--- config.mk ---
export PLATFORM = sky130hd
export DESIGN_NAME = ir_ook_frame_transceiver
export DESIGN_NICKNAME = d
export VERILOG_FILES = /design/src/rtl/iot_pkg.sv /design/src/rtl/iot_ram.sv /design/src/rtl/iot_engine.sv /design/src/rtl/ir_ook_frame_transceiver.sv
export SDC_FILE = /design/constraint.sdc
export NUM_CORES = 1
export LEC_CHECK = 0
export BUFFER_PORTS_ARGS = -buffer_cell sky130_fd_sc_hd__buf_2
export CAP_MARGIN = 20
export CORE_MARGIN = 5
export CORE_UTILIZATION = 40
export CTS_CLUSTER_DIAMETER = 40
export CTS_CLUSTER_SIZE = 24
export DETAILED_ROUTE_END_ITERATION = 8
export PLACE_DENSITY = 0.59
export SKIP_CTS_REPAIR_TIMING = 1
export SYNTH_ARGS = -nofsm -noshare
export SYNTH_HDL_FRONTEND = slang
export SYNTH_SLANG_ARGS = --single-unit
--- constraint.sdc ---
create_clock -name clk_i -period 5.3 [get_ports clk_i]
set_clock_uncertainty 0.05 [all_clocks]
set_input_delay 0.265 -clock clk_i [delete_from_list [all_inputs] [get_ports clk_i]]
set_output_delay 0.265 -clock clk_i [all_outputs]
set_load 0.05 [all_outputs]
--- src/rtl/iot_pkg.sv ---
// Shared types and constants of the infrared on-off-keyed frame transceiver.
package iot_pkg;

  localparam int unsigned MAX_CHARS_DEF = 32;
  localparam int unsigned CHAR_W        = 7;
  localparam int unsigned CC_W          = 12;
  localparam int unsigned BIT_W         = 10;
  localparam logic [CC_W-1:0] CARRIER_RESET = 12'd76;

  localparam logic CFG_CARRIER  = 1'b0;
  localparam logic CFG_SAMPLING = 1'b1;

  typedef enum logic [2:0] {
    CMD_LOAD  = 3'd0,
    CMD_SEND  = 3'd1,
    CMD_TICK  = 3'd2,
    CMD_POLL  = 3'd3,
    CMD_ABORT = 3'd4
  } cmd_e;

  typedef struct packed {
    logic [CC_W-1:0] ticks_per_bit;
    logic            sampling_enable;
  } cfg_t;

  typedef struct packed {
    logic              load_overflow;
    logic              rx_frame_end;
    logic [CHAR_W-1:0] rx_char;
    logic              rx_char_valid;
    logic              receiving;
    logic              sending;
    logic              tx_line;
  } res_t;

endpackage

--- src/rtl/iot_ram.sv ---
// Generic simple dual-port RAM with registered read data.
module iot_ram #(
  parameter int unsigned WIDTH = 8,
  parameter int unsigned DEPTH = 32,
  localparam int unsigned AW = (DEPTH > 1) ? $clog2(DEPTH) : 1
) (
  input  logic             clk_i,
  input  logic             we_i,
  input  logic [AW-1:0]    waddr_i,
  input  logic [WIDTH-1:0] wdata_i,
  input  logic [AW-1:0]    raddr_i,
  output logic [WIDTH-1:0] rdata_o
);

  logic [WIDTH-1:0] mem_q [DEPTH];

  always_ff @(posedge clk_i) begin
    if (we_i) begin
      mem_q[waddr_i] <= wdata_i;
    end
    rdata_o <= mem_q[raddr_i];
  end

endmodule

--- src/rtl/iot_engine.sv ---
// Transmit and receive sequencer around the character buffer memory.
module iot_engine #(
  parameter int unsigned MAX_CHARS = iot_pkg::MAX_CHARS_DEF
) (
  input  logic                          clk_i,
  input  logic                          rst_ni,
  input  logic                          req_i,
  input  logic [2:0]                    cmd_i,
  input  logic [iot_pkg::CHAR_W-1:0]    char_i,
  input  logic                          level_i,
  input  iot_pkg::cfg_t                 cfg_i,
  output iot_pkg::res_t                 res_o
);

  localparam int unsigned AW = (MAX_CHARS > 1) ? $clog2(MAX_CHARS) : 1;
  localparam int unsigned CW = $clog2(MAX_CHARS + 1);
  localparam int unsigned CH = iot_pkg::CHAR_W;
  localparam int unsigned BW = iot_pkg::BIT_W;
  localparam int unsigned TW = iot_pkg::CC_W;

  logic [CW-1:0] tx_count_q, tx_count_d;
  logic [BW-1:0] bit_q, bit_d;
  logic [2:0]    pos_q, pos_d;
  logic [AW-1:0] chr_q, chr_d;
  logic [TW-1:0] tick_q, tick_d;
  logic          phase_q, phase_d;
  logic          line_q, line_d;
  logic          tx_busy_q, tx_busy_d;
  logic          rx_busy_q, rx_busy_d;
  logic [CH-1:0] rx_len_q, rx_len_d;
  logic [CH-1:0] rx_shift_q, rx_shift_d;

  logic          mem_we;
  logic [CH-1:0] mem_rdata;

  logic          tick_last;
  logic [BW-1:0] bit_inc, next_bit, tx_size, rx_size;
  logic [2:0]    adv_pos;
  logic [AW-1:0] adv_chr;
  logic [7:0]    hdr_bits;
  logic          frame_bit;
  logic [CH-1:0] len_new, shift_new;
  logic          rx_done;

  iot_ram #(
    .WIDTH(CH),
    .DEPTH(MAX_CHARS)
  ) u_buf (
    .clk_i  (clk_i),
    .we_i   (mem_we),
    .waddr_i(tx_count_q[AW-1:0]),
    .wdata_i(char_i),
    .raddr_i(chr_d),
    .rdata_o(mem_rdata)
  );

  // Bit position bookkeeping shared by both directions.
  always_comb begin
    bit_inc  = bit_q + BW'(1);
    tick_last = (tick_q == (cfg_i.ticks_per_bit - TW'(1)));
    tx_size  = (BW'(tx_count_q) << 3) - BW'(tx_count_q) + BW'(8);
    rx_size  = (BW'(rx_len_q) << 3) - BW'(rx_len_q) + BW'(8);
    if (bit_q < BW'(8)) begin
      adv_pos = 3'd0;
      adv_chr = '0;
    end else if (pos_q == 3'd6) begin
      adv_pos = 3'd0;
      adv_chr = chr_q + AW'(1);
    end else begin
      adv_pos = pos_q + 3'd1;
      adv_chr = chr_q;
    end
    // Start bit on top, then the count MSB first.
    hdr_bits = {1'b1, CH'(tx_count_q)};
    if (bit_q < BW'(8)) begin
      frame_bit = hdr_bits[3'd7 - bit_q[2:0]];
    end else begin
      frame_bit = mem_rdata[3'd6 - pos_q];
    end
    len_new   = {rx_len_q[CH-2:0], level_i};
    shift_new = {rx_shift_q[CH-2:0], level_i};
  end

  always_comb begin
    tx_count_d = tx_count_q;
    bit_d      = bit_q;
    pos_d      = pos_q;
    chr_d      = chr_q;
    tick_d     = tick_q;
    phase_d    = phase_q;
    line_d     = line_q;
    tx_busy_d  = tx_busy_q;
    rx_busy_d  = rx_busy_q;
    rx_len_d   = rx_len_q;
    rx_shift_d = rx_shift_q;
    mem_we     = 1'b0;
    next_bit   = bit_q;
    rx_done    = 1'b0;
    res_o      = '0;

    if (req_i) begin
      case (iot_pkg::cmd_e'(cmd_i))
        iot_pkg::CMD_LOAD: begin
          if (!tx_busy_q) begin
            if (tx_count_q < CW'(MAX_CHARS)) begin
              mem_we     = 1'b1;
              tx_count_d = tx_count_q + CW'(1);
            end else begin
              res_o.load_overflow = 1'b1;
            end
          end
        end
        iot_pkg::CMD_SEND: begin
          if (!tx_busy_q && !rx_busy_q) begin
            tx_busy_d = 1'b1;
            bit_d     = '0;
            tick_d    = '0;
            pos_d     = '0;
            chr_d     = '0;
          end
        end
        iot_pkg::CMD_TICK: begin
          if (tx_busy_q) begin
            if (frame_bit) begin
              line_d  = phase_q;
              phase_d = ~phase_q;
            end else if (tick_q == '0) begin
              line_d = 1'b0;
            end
            if (tick_last) begin
              tick_d   = '0;
              bit_d    = bit_inc;
              pos_d    = adv_pos;
              chr_d    = adv_chr;
              next_bit = bit_inc;
            end else begin
              tick_d = tick_q + TW'(1);
            end
            if (next_bit >= tx_size) begin
              tx_busy_d  = 1'b0;
              bit_d      = '0;
              pos_d      = '0;
              chr_d      = '0;
              tick_d     = '0;
              line_d     = 1'b0;
              tx_count_d = '0;
            end
          end else if (rx_busy_q) begin
            if (bit_q == '0) begin
              rx_len_d = '0;
            end else if (bit_q < BW'(8)) begin
              rx_len_d = len_new;
              rx_done  = (bit_q == BW'(7)) && (len_new == '0);
            end else begin
              rx_shift_d = shift_new;
              if (pos_q == 3'd6) begin
                res_o.rx_char_valid = 1'b1;
                res_o.rx_char       = shift_new;
                rx_shift_d          = '0;
              end
              rx_done = (bit_inc >= rx_size);
            end
            bit_d = bit_inc;
            pos_d = adv_pos;
            chr_d = adv_chr;
            if (rx_done) begin
              res_o.rx_frame_end = 1'b1;
              rx_busy_d  = 1'b0;
              bit_d      = '0;
              pos_d      = '0;
              chr_d      = '0;
              rx_shift_d = '0;
            end
          end
        end
        iot_pkg::CMD_POLL: begin
          if (cfg_i.sampling_enable && level_i && !rx_busy_q && !tx_busy_q) begin
            rx_busy_d  = 1'b1;
            bit_d      = '0;
            pos_d      = '0;
            chr_d      = '0;
            rx_len_d   = '0;
            rx_shift_d = '0;
          end
        end
        iot_pkg::CMD_ABORT: begin
          if (rx_busy_q) begin
            rx_busy_d  = 1'b0;
            bit_d      = '0;
            pos_d      = '0;
            chr_d      = '0;
            rx_len_d   = '0;
            rx_shift_d = '0;
          end
        end
        default: begin
        end
      endcase
    end

    res_o.tx_line   = line_d;
    res_o.sending   = tx_busy_d;
    res_o.receiving = rx_busy_d;
  end

  always_ff @(posedge clk_i or negedge rst_ni) begin
    if (!rst_ni) begin
      tx_count_q <= '0;
      bit_q      <= '0;
      pos_q      <= '0;
      chr_q      <= '0;
      tick_q     <= '0;
      phase_q    <= 1'b1;
      line_q     <= 1'b0;
      tx_busy_q  <= 1'b0;
      rx_busy_q  <= 1'b0;
      rx_len_q   <= '0;
      rx_shift_q <= '0;
    end else begin
      tx_count_q <= tx_count_d;
      bit_q      <= bit_d;
      pos_q      <= pos_d;
      chr_q      <= chr_d;
      tick_q     <= tick_d;
      phase_q    <= phase_d;
      line_q     <= line_d;
      tx_busy_q  <= tx_busy_d;
      rx_busy_q  <= rx_busy_d;
      rx_len_q   <= rx_len_d;
      rx_shift_q <= rx_shift_d;
    end
  end

endmodule

--- src/rtl/ir_ook_frame_transceiver.sv ---
// A request's result sits in the output register in the cycle after acceptance.
// Throughput: one request per cycle unless the output stalls; buffer reads run ahead of use.
// The output register refills in the cycle it is drained, so there are no bubbles.
// Reset is asynchronous, active low: control state, the output valid flag and both
// configuration registers take reset values.
// The character buffer is not cleared; it holds valid data only after loads.
module ir_ook_frame_transceiver #(
  parameter int unsigned MAX_CHARS = iot_pkg::MAX_CHARS_DEF
) (
  input  logic        clk_i,
  input  logic        rst_ni,
  input  logic        s_axis_tvalid,
  output logic        s_axis_tready,
  input  logic [7:0]  s_axis_tdata,  // char_value[6:0], rx_level[7]
  input  logic [2:0]  s_axis_tuser,  // cmd[2:0]
  output logic        m_axis_tvalid,
  input  logic        m_axis_tready,
  // tx_line[0], sending[1], receiving[2], rx_char_valid[3], rx_char[10:4],
  // load_overflow[11], zero fill[15:12]
  output logic [15:0] m_axis_tdata,
  output logic        m_axis_tlast,  // rx_frame_end
  input  logic        cfg_we_i,
  input  logic        cfg_idx_i,
  input  logic [11:0] cfg_wdata_i
);

  iot_pkg::cfg_t cfg_q, cfg_d;
  iot_pkg::res_t res;
  iot_pkg::res_t out_q;
  logic          out_valid_q, out_valid_d;
  logic          req;

  assign s_axis_tready = !out_valid_q || m_axis_tready;
  assign req           = s_axis_tvalid && s_axis_tready;

  iot_engine #(
    .MAX_CHARS(MAX_CHARS)
  ) u_engine (
    .clk_i  (clk_i),
    .rst_ni (rst_ni),
    .req_i  (req),
    .cmd_i  (s_axis_tuser),
    .char_i (s_axis_tdata[6:0]),
    .level_i(s_axis_tdata[7]),
    .cfg_i  (cfg_q),
    .res_o  (res)
  );

  always_comb begin
    cfg_d = cfg_q;
    if (cfg_we_i) begin
      case (cfg_idx_i)
        iot_pkg::CFG_CARRIER:  cfg_d.ticks_per_bit   = cfg_wdata_i;
        iot_pkg::CFG_SAMPLING: cfg_d.sampling_enable = cfg_wdata_i[0];
        default: begin
        end
      endcase
    end
  end

  always_comb begin
    out_valid_d = out_valid_q;
    if (req) begin
      out_valid_d = 1'b1;
    end else if (m_axis_tready) begin
      out_valid_d = 1'b0;
    end
  end

  always_ff @(posedge clk_i or negedge rst_ni) begin
    if (!rst_ni) begin
      cfg_q.ticks_per_bit   <= iot_pkg::CARRIER_RESET;
      cfg_q.sampling_enable <= 1'b0;
      out_valid_q           <= 1'b0;
    end else begin
      cfg_q       <= cfg_d;
      out_valid_q <= out_valid_d;
    end
  end

  always_ff @(posedge clk_i) begin
    if (req) begin
      out_q <= res;
    end
  end

  assign m_axis_tvalid = out_valid_q;
  assign m_axis_tdata  = {4'b0000, out_q.load_overflow, out_q.rx_char, out_q.rx_char_valid,
                          out_q.receiving, out_q.sending, out_q.tx_line};
  assign m_axis_tlast  = out_q.rx_frame_end;

`ifndef NO_ASSERTIONS
  a_not_both_busy: assert property (@(posedge clk_i) disable iff (!rst_ni)
    m_axis_tvalid |-> !(m_axis_tdata[1] && m_axis_tdata[2]))
    else $error("sending and receiving at once");

  a_frame_end_idle: assert property (@(posedge clk_i) disable iff (!rst_ni)
    (m_axis_tvalid && m_axis_tlast) |-> !m_axis_tdata[2])
    else $error("receiver still busy after frame end");

  a_char_zero: assert property (@(posedge clk_i) disable iff (!rst_ni)
    (m_axis_tvalid && !m_axis_tdata[3]) |-> (m_axis_tdata[10:4] == 7'd0))
    else $error("received character without valid flag");

  a_ovf_idle: assert property (@(posedge clk_i) disable iff (!rst_ni)
    (m_axis_tvalid && m_axis_tdata[11]) |-> !m_axis_tdata[1])
    else $error("overflow flagged while sending");
`endif

endmodule
Yosys cells after proc, flatten, opt, wreduce, memory -nomap -nowiden
Memories as Yosys holds them, arrays and structs flattened. A register that Yosys moved wholly into a read port is not among the register bits.
Index checks and enable logic that the tools add are counted.
Widths: inputs -> output; s select.
{ "word_totals": {"reg_bits": 80, "ramBits": 224, "input_bits": 29, "output_inout_bits": 19, "wordCells": 197, "n_memories": 1} }
{ "memory_table": {"columns": ["memory", "words", "width", "rd", "rd_ports_with_merged_regs", "wr", "line_no", "rtl"], "rows": [
  ["u_engine.u_buf.mem_q", 32, 7, 1, 1, 1, "iot_ram.sv:15", "logic [WIDTH-1:0] mem_q [DEPTH];"]
]} }
{ "op_classes": {"n_addsub": 12, "n_lt_le_gt_ge": 6, "eq_ne": 21, "muxes": 98, "n_bitwise": 6, "n_reduce_logical": 32} }
{ "op_table": {"columns": ["operator", "count"], "rows": [
  ["$mux 10", 11],
  ["$mux 6", 10],
  ["$mux 5", 11],
  ["$mux 12", 4],
  ["$mux 7", 6],
  ["$pmux 10 s4", 1],
  ["$mux 1", 35],
  ["$mux 3", 10],
  ["$pmux 12 s2", 1],
  ["$pmux 7 s3", 1],
  ["$add 10x4->10 const B", 2],
  ["$ge 10x10->1", 2],
  ["$pmux 5 s4", 1],
  ["$pmux 6 s3", 1],
  ["$ne 2x1->1 const B", 7],
  ["$reduce_and 7->1", 2],
  ["$add 12x1->12 const B", 1],
  ["$eq 12x12->1", 1],
  ["$logic_not 12->1", 1],
  ["$pmux 3 s4", 1],
  ["$pmux 6 s2", 1],
  ["$reduce_and 6->1", 2],
  ["$sub 12x1->12 const B", 1],
  ["$add 10x1->10 const B", 1],
  ["37 further kinds", 61]
]} }

Depth between registers and ports, before layout
{ "depth": {"depth_word": 14, "depth_mapped": 29, "ltp_nobuf": 26} }

Hierarchy
From an unflattened synthesis, not the netlist that was laid out.
{ "unflattened": {"cells_unflattened": 998, "hier_area_um2": 14605.3} }
{ "by_module_without_submodules": {"columns": ["mod", "n_inst", "cells_per_inst", "area_per_inst_um2", "seq_area_each_um2"], "rows": [
  ["iot_ram", 1, 370, 8833.5, 6866.6],
  ["iot_engine", 1, 577, 4753.3, 1327.5],
  ["ir_ook_frame_transceiver", 1, 51, 1018.5, 744.5]
]} }

Worst setup path before layout
OpenSTA, ideal clock, no wires.
{ "synth_path": {"kind": "reg-to-reg", "from": "register cfg_q[1] in the netlist's numbering", "to": "register u_engine.u_buf.rdata_o[0], read port of u_engine.u_buf.mem_q", "t_arrival_ns": 5.390, "setup_slack_ns": -0.270, "stages_incl_launch_ff": 28, "n_path_buf": 4, "synth_period_minus_slack_ns": 5.570, "cell_sequence": "dfrtp_1 -> inv_1 -> ha_1 -> buf_2 -> or3b_1 -> nor3_2 -> xnor2_1 -> a2111oi_4 -> and4_1 -> buf_2 -> clkbuf_1 -> nand2_1 -> xnor2_1 -> ha_1 -> o21a_1 -> nor3_1 -> or4_1 -> and3_1 -> a221oi_1 -> a311oi_1 -> a211o_1 -> buf_4 -> mux2_1 -> nand2_1 -> o21ai_1 -> a32o_1 -> a311oi_1 -> nand3_1"} }
{ "synth_via": {"elab_chain_len": 11, "elab_cells_between_ends": 12, "classes_between": "add/sub: 1; order compare: 1; eq/ne: 1; mux: 9"} }
{ "synth_lines": {"columns": ["item", "line_no", "rtl"], "rows": [
  ["from (decl)", "ir_ook_frame_transceiver.sv:27", "iot_pkg::cfg_t cfg_q, cfg_d;"],
  ["from (signal assigned)", "ir_ook_frame_transceiver.sv:76", "cfg_q <= cfg_d;"],
  ["$sub 12x1->12 (*)", "iot_engine.sv:60", "tick_last = (tick_q == (cfg_i.ticks_per_bit - TW'(1)));"],
  ["$eq 12x12->1 (*)", "iot_engine.sv:60", null],
  ["$mux 10", "iot_engine.sv:130", "if (tick_last) begin"],
  ["$mux 10", "iot_engine.sv:123", "if (tx_busy_q) begin"],
  ["$mux 10", "iot_engine.sv:102", "case (iot_pkg::cmd_e'(cmd_i))"],
  ["$mux 10", "iot_engine.sv:101", "if (req_i) begin"],
  ["$ge 10x10->1", "iot_engine.sv:139", "if (next_bit >= tx_size) begin"],
  ["$mux 5 (*)", "iot_engine.sv:139", null],
  ["$mux 5 (*)", "iot_engine.sv:123", null],
  ["$pmux 5 s4 (*)", "iot_engine.sv:102", null],
  ["$mux 5 (*)", "iot_engine.sv:101", null],
  ["to (decl)", "iot_ram.sv:12", "output logic [WIDTH-1:0] rdata_o"]
]} }
Every way passes the cells marked *; elsewhere a longest branch is shown, timed or not. The select of a mux whose other input is x is not followed.
A chain may end at the register's enable or synchronous reset.

Worst setup path after layout
{ "layout_path": {"from": "register cfg_q[1] in the netlist's numbering", "to": "register u_engine.u_buf.rdata_o[2], read port of u_engine.u_buf.mem_q"} }
The elaborated chain is that of the path after synthesis.

==> results.py <==
metrics = {
    "sta": {
        "slew_headroom": 0.282,
        "drv_slew": 0,
        "worstMarginPinSlew_ps": 1070,
        "finalSetupViolCount": 6,
        "finalWorstSetupSlack_ps": -344,
        "post-route-period-util": 1.06,
        "hold_viol": 0,
        "rsz0062_at_grt": "yes",
        "final.min_clock_period_ps": 5640,
        "max_freq_mhz": 177,
    },
    "setup_path": {
        "cp_num_buf_inv": 4,
        "critPathKind": "flip-flop to flip-flop",
        "rrSetupSlack_ps": -340,
        "worstPathArrival_ps": 6050,
        "critPathSlowestCell": "or4_4",
        "critical_path_required_ps": 5710,
        "crit_chain": "buf_4 > or4_4 > nand2_1 > a31oi_1 > o31a_1 > and4_1 > buf_6 > buf_6 > xnor2_1 > ha_1 > nand2b_1 > a21oi_1 > or4_4 > and3_4 > a221oi_4 > a211oi_4 > a211o_4 > buf_6 > mux2_4 > nand2_2 > o21ai_2 > a32o_2 > a311oi_2 > nand3_1",
        "cpPeakStageDelay_ps": 600,
        "start_kind": "flip-flop",
        "path_delay_family": "simple AND/OR/NAND/NOR gates",
        "critPathMaxFanout": 8,
        "end_kind": "flip-flop",
        "crit_top_cell": "buf_6",
    },
    "run_status": {
        "status": "finished with violations",
        "violations": "negative setup slack",
    },
    "drt": {
        "first_pass_iters": 5,
        "drt-total-wl_um": 37600,
        "wl_per_cell_um": 19.0,
        "num_vias": 10500,
        "drtAntennaViolNets": 0,
        "drt_iter0_markers": 726,
        "route.detailed.drc": 0,
        "via_per_inst": 5.30,
    },
    "yosys": {
        "synthCells": 1264,
        "ys_ff_latch": 311,
        "synth_flop_cell": "edfxtp_1",
        "yosysSeqAreaShare": 0.592,
        "synth.cell_area_um2": 15100,
        "synth_edf_count": 237,
        "ys_warn_count": 0,
        "async_reset_ff_frac": 0.215,
        "synth.distinct_cells": 82,
        "syn_avg_cell_area_um2": 11.9,
    },
    "layout": {
        "synthToLayoutAreaGrowth_pct": 24.6,
        "drive_gt1_frac": 0.234,
        "final_area_um2": 18800,
        "post-route-util": 0.502,
        "fillers": 3296,
        "fin_cells": 1981,
        "final_nets": 1519,
        "antennaDiodeCount": 0,
    },
    "clock_tree": {
        "cts_max_level": 2,
        "clk_latency_ps": 580,
        "cts_tree": "yes",
        "cts_buffer_depth": 3,
        "path_clk_slew_ps": 60,
        "clock_sinks": 311,
        "cts_root_buffer": "clkbuf_16",
        "cts_buffers": 45,
    },
    "die": {
        "start_util": 0.403,
        "chipHeight_um": 204,
        "row_count": 71,
        "die_area_um2": 41700,
        "ioPinCount": 48,
        "coreArea_um2": 37500,
        "fp.dieW_um": 204,
    },
    "placement": {
        "dp_slack_ps": -569,
        "portBuffers": 43,
        "dp_hpwl_um": 25100,
        "dp_cells": 1868,
        "gp_congestion": 0.869,
        "dpl-instance-area_um2": 16600,
    },
    "power_and_ir_drop": {
        "cellLeakagePower_nw": 7.03,
        "power-per-cell-area_nw_per_um2": 360,
        "peakVddDrop_mv": 0.245,
    },
    "grt": {
        "grt_usage": 0.176,
        "gr-total-overflow": 0,
        "grt_pass1_wl_um": 57900,
        "grt_pass1_vias": 10500,
        "antenna_found_initial": 0,
        "grt_max_degree": 68,
    },
    "flow_run": {
        "max_cap_violations": 0,
    },
    "min_path": {
        "hold_class": "input port to flip-flop",
    },
}
logic make-up after synthesis:
| kind of cell | after synthesis | synth area share |
|---|---|---|
| buf+inv | 100 | 0.0323 |
| fa+ha+maj | 56 | 0.0464 |
| other cells | 1 | 0.000248 |
| mux | 83 | 0.0580 |
| xor+xnor | 47 | 0.0273 |
| simple gates | 424 | 0.133 |
| flops | 311 | 0.592 |
| compound gates | 242 | 0.110 |
power breakdown:
| part | switching (mW) | internal (mW) | total [mW] |
|---|---|---|---|
| registers | 0.0754 | 2.71 | 2.78 |
| logic | 0.552 | 0.439 | 0.991 |
| clock network | 1.20 | 1.80 | 2.99 |
layout make-up:
| type | instances | area, µm² | area share |
|---|---|---|---|
| Inverter | 37 | 139 | 0.00739 |
| Sequential cell | 311 | 8940 | 0.475 |
| Clock inverter | 38 | 393 | 0.0209 |
| Timing Repair Buffer | 182 | 1460 | 0.0779 |
| Multi-Input combinational cell | 857 | 6100 | 0.325 |
| Tap cell | 511 | 639 | 0.0340 |
| Clock buffer | 45 | 1130 | 0.0599 |
registers in the layout, summed over array words and instances, names as in the netlist:
signal and flops:
cfg_q 13, m_axis_tdata 12, m_axis_tlast 1, m_axis_tvalid 1
u_engine.bit_q 10, u_engine.chr_q 5, u_engine.line_q 1, u_engine.phase_q 1
u_engine.pos_q 3, u_engine.rx_busy_q 1, u_engine.rx_len_q 7, u_engine.rx_shift_q 6
u_engine.tick_q 12, u_engine.tx_busy_q 1, u_engine.tx_count_q 6, u_engine.u_buf.mem_q 224
u_engine.u_buf.rdata_o 7
worst min-delay path: stages:
cell and delay (ps):
buf_2 100, nand2_1 80, mux2_2 150
stage by stage:
step                      power (mW)  TNS, ps  hold WS, ps
final                           6.76    -1580         20.8
after detailed placement        3.78    -2280          410
after global routing            7.05    -3320         6.51
after CTS                       6.79    -2360         -199
after floorplan                 3.46   -0.710        -80.6
after global placement          3.76    -1300          399
cells in the final DEF, fill, tap and decap left out, types with 6 or more instances in the layout:
cell	n
nand3_1	39
o21ai_0	50
clkbuf_16	45
dfxtp_1	7
buf_12	10
ha_1	55
nor2_1	73
buf_2	42
mux2_2	13
nand2_1	175
xnor2_1	24
a211oi_2	6
xor2_1	21
buf_4	103
a22o_1	21
and2_1	13
inv_6	9
dfrtp_1	63
a31oi_1	15
or3_1	7
nor3_1	13
nor4_1	9
o211ai_1	7
inv_1	33
or4_1	6
o21ai_1	13
and2_0	12
edfxtp_1	237
mux2i_1	56
dlygate4sd3_1	16
a211oi_1	16
clkinv_2	7
and3_1	15
nand2b_1	14
nand4_1	11
nor2b_1	11
buf_6	10
a21oi_1	35
cell usage after synthesis (26+ instances only):
master    instances  area share
edfxtp_1        237        0.47
nand2_1         178       0.044
nor2_1           74       0.018
mux2i_1          65       0.043
dfrtp_1          63        0.10
ha_1             56       0.046
o21ai_0          51       0.017
nand3_1          39       0.013
a21oi_1          36       0.012
inv_1            35      0.0087
xnor2_1          26       0.015
routing by layer:
layer  vias to the layer above  GRT usage  routed length (µm)
met4                         2     0.0541                 801
met5                         -    0.00714                  34
met1                      5149      0.237               16900
met2                       253      0.287               18000
met3                        59     0.0349                1840
li1                       5046          -                   -
final timing paths:
path,startpoint,end,cells after the start
setup / recovery,cfg_q[1],u_engine.u_buf.rdata_o[2],24
hold / removal,cfg_we_i,cfg_q[0],3
setup reg to reg,cfg_q[1],u_engine.u_buf.rdata_o[2],24
hold reg to reg,u_engine.rx_shift_q[0],u_engine.rx_shift_q[1],1
max in group asynchronous,rst_ni,u_engine.bit_q[9],2
min in group asynchronous,rst_ni,u_engine.tick_q[9],2
(Power assumes the default switching activity.)
